## src/hdl/msgdf_pkg.sv

```systemverilog
// Shared constants, types and helpers for the message deframer ring queue.
// Used by msgdf_ltab, msgdf_slots and message_deframer_ring_queue; depends on nothing.
`default_nettype none

package msgdf_pkg;

  localparam int unsigned QUEUE_SLOTS = 16;
  localparam int unsigned SLOT_BYTES  = 32;
  localparam int unsigned TYPE_COUNT  = 32;

  localparam int unsigned SLOT_W  = $clog2(QUEUE_SLOTS);
  localparam int unsigned OFF_W   = $clog2(SLOT_BYTES + 1);
  localparam int unsigned TYPE_W  = $clog2(TYPE_COUNT);
  localparam int unsigned BYTES_N = QUEUE_SLOTS * SLOT_BYTES;
  localparam int unsigned BADDR_W = $clog2(BYTES_N);

  typedef enum logic [1:0] {
    ACT_RECV  = 2'd0,
    ACT_POP   = 2'd1,
    ACT_CLEAR = 2'd2,
    ACT_LOAD  = 2'd3
  } action_e;

  typedef enum logic [1:0] {
    KIND_STATUS = 2'd0,
    KIND_BYTE   = 2'd1,
    KIND_EMPTY  = 2'd2
  } kind_e;

  typedef struct packed {
    logic              we;
    logic [TYPE_W-1:0] addr;
    logic [7:0]        data;
  } ltab_wr_t;

  typedef struct packed {
    logic               byte_we;
    logic [BADDR_W-1:0] byte_addr;
    logic [7:0]         byte_data;
    logic               client_we;
    logic [7:0]         client_data;
    logic               length_we;
    logic [OFF_W-1:0]   length_data;
    logic [SLOT_W-1:0]  slot;
  } slot_wr_t;

  typedef struct packed {
    logic               byte_re;
    logic [BADDR_W-1:0] byte_addr;
    logic               hdr_re;
    logic [SLOT_W-1:0]  slot;
  } slot_rd_t;

  function automatic logic [SLOT_W-1:0] slot_next(input logic [SLOT_W-1:0] s);
    logic [SLOT_W-1:0] r;
    if (s == SLOT_W'(QUEUE_SLOTS - 1)) begin
      r = '0;
    end else begin
      r = s + SLOT_W'(1);
    end
    return r;
  endfunction

  function automatic logic [BADDR_W-1:0] byte_addr(input logic [SLOT_W-1:0] s,
                                                   input logic [OFF_W-1:0]  off);
    return BADDR_W'(s) * BADDR_W'(SLOT_BYTES) + BADDR_W'(off);
  endfunction

endpackage

`default_nettype wire

```

## src/hdl/msgdf_ltab.sv

```systemverilog
// Loadable type-to-length table: one write port, one registered read port.
// Entries never loaded read as zero through per-entry valid bits. Uses msgdf_pkg.
`default_nettype none

module msgdf_ltab (
  input  wire                                clk_i,
  input  wire                                rst_ni,
  input  msgdf_pkg::ltab_wr_t                wr_i,
  input  wire                                re_i,
  input  wire  [msgdf_pkg::TYPE_W-1:0]       raddr_i,
  output logic [7:0]                         rdata_o
);

  logic [7:0]                        mem_q [msgdf_pkg::TYPE_COUNT];
  logic [msgdf_pkg::TYPE_COUNT-1:0]  valid_q;
  logic [7:0]                        data_q;
  logic                              vld_q;

  always_ff @(posedge clk_i) begin
    if (wr_i.we) begin
      mem_q[wr_i.addr] <= wr_i.data;
    end
    if (re_i) begin
      data_q <= mem_q[raddr_i];
    end
  end

  always_ff @(posedge clk_i or negedge rst_ni) begin
    if (!rst_ni) begin
      valid_q <= '0;
      vld_q   <= 1'b0;
    end else begin
      if (wr_i.we) begin
        valid_q[wr_i.addr] <= 1'b1;
      end
      if (re_i) begin
        vld_q <= valid_q[raddr_i];
      end
    end
  end

  // an unloaded type reads as length zero
  assign rdata_o = vld_q ? data_q : 8'd0;

endmodule

`default_nettype wire

```

## config.mk

```make
export PLATFORM = sky130hd
export DESIGN_NAME = msgdf_ltab
export DESIGN_NICKNAME = d
export VERILOG_FILES = /design/src/hdl/msgdf_pkg.sv /design/src/hdl/msgdf_ltab.sv
export SDC_FILE = /design/constraint.sdc
export NUM_CORES = 1
export LEC_CHECK = 0
export ABC_AREA = 1
export BUFFER_PORTS_ARGS = -buffer_cell sky130_fd_sc_hd__buf_2
export CORE_MARGIN = 8
export CORE_UTILIZATION = 50
export CTS_CLUSTER_DIAMETER = 50
export CTS_CLUSTER_SIZE = 30
export DETAILED_ROUTE_END_ITERATION = 8
export MAX_ROUTING_LAYER = met4
export PLACE_DENSITY = 0.63
export SYNTH_ARGS = -nofsm -noshare
export SYNTH_HDL_FRONTEND = slang
export SYNTH_SLANG_ARGS = --single-unit
export TNS_END_PERCENT = 50
```

## constraint.sdc

```tcl
create_clock -name clk_i -period 3.04 [get_ports clk_i]
set_input_delay 0.152 -clock clk_i [delete_from_list [all_inputs] [get_ports clk_i]]
set_output_delay 0.152 -clock clk_i [all_outputs]
set_load 0.01 [all_outputs]
```

==> flow_summary.yaml <==
critical_path:
  crit_required_ps: 3330
  worstPathMaxFanout: 63
  critPathKind: "primary input to flop"
  startpoint_type: "primary input"
  critPathArrivalTime_ps: 2080
  crit_path_end_kind: "flop"
grt:
  grt.total_usage: 0.209
  grt_max_degree: 145
  grt_pass1_vias: 7554
  antenna_found_initial: 1
  grt_overflow_total: 0
  grt_pass1_wl_um: 45200
yosys:
  synth_area_um2: 12100
  ys_seq_area_frac: 0.723
  ys_types: 19
  synth_cells: 1047
  synth-main-ff-cell: "edfxtp_1"
  avgSynthCellArea_um2: 11.6
  synth_edf_count: 264
  ys_warn_count: 0
  syn-num-nets: 1069
  async_flop_share: 0.111
  yosys_register_bits: 297
placement:
  gp_congestion: 0.847
  dp_hpwl_um: 16800
  place_area_um2: 12500
  place.port_buffers: 29
pwr:
  irDropWorstVdd_mv: 0.581
  swShare: 0.230
  clock_power_share: 0.435
  power.leakage_nw: 5.11
  power.switching_w: 0.00216
  seq_power_share: 0.495
  power_frac_comb: 0.070
  power_density_nw_per_um2: 689
  p_int_w: 0.00723
floorplan:
  die_y_um: 172
  coreArea_um2: 24000
  die_area_um2: 29400
  die_w_um: 172
  initial_core_util: 0.504
  num_rows: 57
  io_pins: 30
clock_tree:
  cts_tree: "built"
  clock-sinks: 297
  clk_latency_ps: 550
  cts_resized: 0
  cts_buffer_depth: 3
  clockRootBuffer: "clkbuf_16"
  htree_levels: 1
  cts_buffers: 30
  clk_pin_slew_ps: 70
  cts_setup_buffers: 0
timing:
  drv_slew: 0
  min_period_over_period: 0.591
  finalClockSkew_ps: 11.5
  rsz0062_at_grt: "false"
  setup_viol: 0
  slew_headroom: 0.349
  fin_crit_ps: 1800
  worstMarginPinSlew_ps: 977
  finalSetupTns_ps: 0
  fmax_ghz: 0.556
  hold_violations: 0
route:
  ant_nets: 0
  via_count: 7857
  drt-initial-drc-count: 922
  wl_per_cell_um: 20.7
  wl_um: 29400
  via_per_inst: 5.53
  drc: 0
  firstDrtPassIters: 5
flow_run:
  drv_cap: 0
hold_path:
  hp-class: "primary input to flop"
finish:
  final_nets: 1093
  syn2layout_area_growth_pct: 12.6
  drive_above_1_share: 0.126
  final_area_um2: 13600
  nFillCells: 2020
status:
  outcome: "finished, final reports clean"
## what timing repair did
action                     CTS  global route
hold endpoints to repair    42             0
hold buffers                 2             0
setup endpoints to repair    0             0
## registers in the layout (all words and copies together) (netlist names)
| signal | cells |
|---|---|
| vld_q | 1 |
| valid_q | 32 |
| data_q | 8 |
| mem_q | 256 |
## worst max-delay path: stages
cell	delay, ps
buf_2	320
buf_4	670
nand3_1	140
nand3_1	140
nand2_1	100
nand2_1	70
nand2_1	50
nor2_1	290
a21oi_1	90
## metal layers
layer / wire length [µm] / vias to the layer above / GRT usage
li1: - / 3691 / -
met1: 13100 / 3836 / 0.282
met2: 13900 / 271 / 0.330
met3: 1650 / 59 / 0.0282
met4: 796 / 0 / 0.0624
met5: 0 / - / -
## cells by family after synthesis
| family | count (synthesis) | share of synthesized area |
|---|---|---|
| AO/OA/AOI/OAI | 56 | 0.0248 |
| flip-flops | 297 | 0.723 |
| AND/OR/NAND/NOR | 617 | 0.219 |
| buffers and inverters | 77 | 0.0333 |
## final timing paths
path / cells after the start / startpoint / slack, ps / endpoint
worst max-delay path: 9 / raddr_i[1] / 1240 / data_q[1]
worst min-delay path: 4 / raddr_i[4] / 160 / vld_q
worst max register to register: 8 / mem_q[16][1] / 1500 / data_q[1]
worst min register to register: 1 / valid_q[27] / 470 / valid_q[27]
max in group asynchronous: 2 / rst_ni / 2130 / valid_q[2]
min in group asynchronous: 2 / rst_ni / 300 / valid_q[25]
## cell usage in the layout (no fill, tap or decap), drive strengths merged
cell type      n
a21oi         40
dfrtp         33
dlygate4sd3    2
nand3        198
bufinv         6
buf           49
or2           32
clkbuf        31
clkinv         6
o21ai          8
diode          1
inv           26
clkinvlp       5
o31ai          8
nand2        330
edfxtp       264
nor2          56
nand3b         1
## synthesized netlist by cell type (all sizes together), types with 8 or more instances
cell type / n / share of area
a21oi: 40 / 0.017
nand2: 330 / 0.10
or2: 32 / 0.017
nor2: 56 / 0.017
o31ai: 8 / 0.0050
dfrtp: 33 / 0.068
edfxtp: 264 / 0.65
clkbuf: 11 / 0.0034
inv: 16 / 0.0052
o21ai: 8 / 0.0033
nand3: 198 / 0.082
buf: 48 / 0.024
## power by group through the flow
| stage | logic (W) | clock network, W | registers (W) |
|---|---|---|---|
| 2_1_floorplan | 0.000420 | 0 | 0.00472 |
| 3_3_place_gp | 0.000644 | 0 | 0.00474 |
| 3_5_place_dp | 0.000656 | 0 | 0.00474 |
| 4_1_cts | 0.000661 | 0.00414 | 0.00465 |
| 5_1_grt | 0.000724 | 0.00428 | 0.00467 |
| 6_report | 0.000655 | 0.00408 | 0.00465 |
## through the flow
step | hold WS, ps | utilization | power [W] | std cells | setup slack, ps
finish | 165 | 0.567 | 0.00939 | 1420 | 1240
global route | 202 | 0.567 | 0.00967 | 1420 | 1100
CTS | 150 | 0.567 | 0.00945 | 1419 | 1260
detailed placement | 367 | 0.520 | 0.00540 | 1361 | 675
global placement | 356 | 0.520 | 0.00538 | 1361 | 743
floorplan | -144 | - | 0.00514 | 1047 | 1750
## layout make-up
class                      instances  area, µm²  share of cell area
antenna                            1       2.50            0.000184
clock buffer                      31        776              0.0569
clock inverter                    25        339              0.0249
inverter                          18       70.1             0.00514
multi-input combinational        673       2950               0.216
sequential                       297       8750               0.642
tap                              324        405              0.0298
timing repair buffer              51        330              0.0242
No activity file was read; power rests on OpenSTA's default activity.
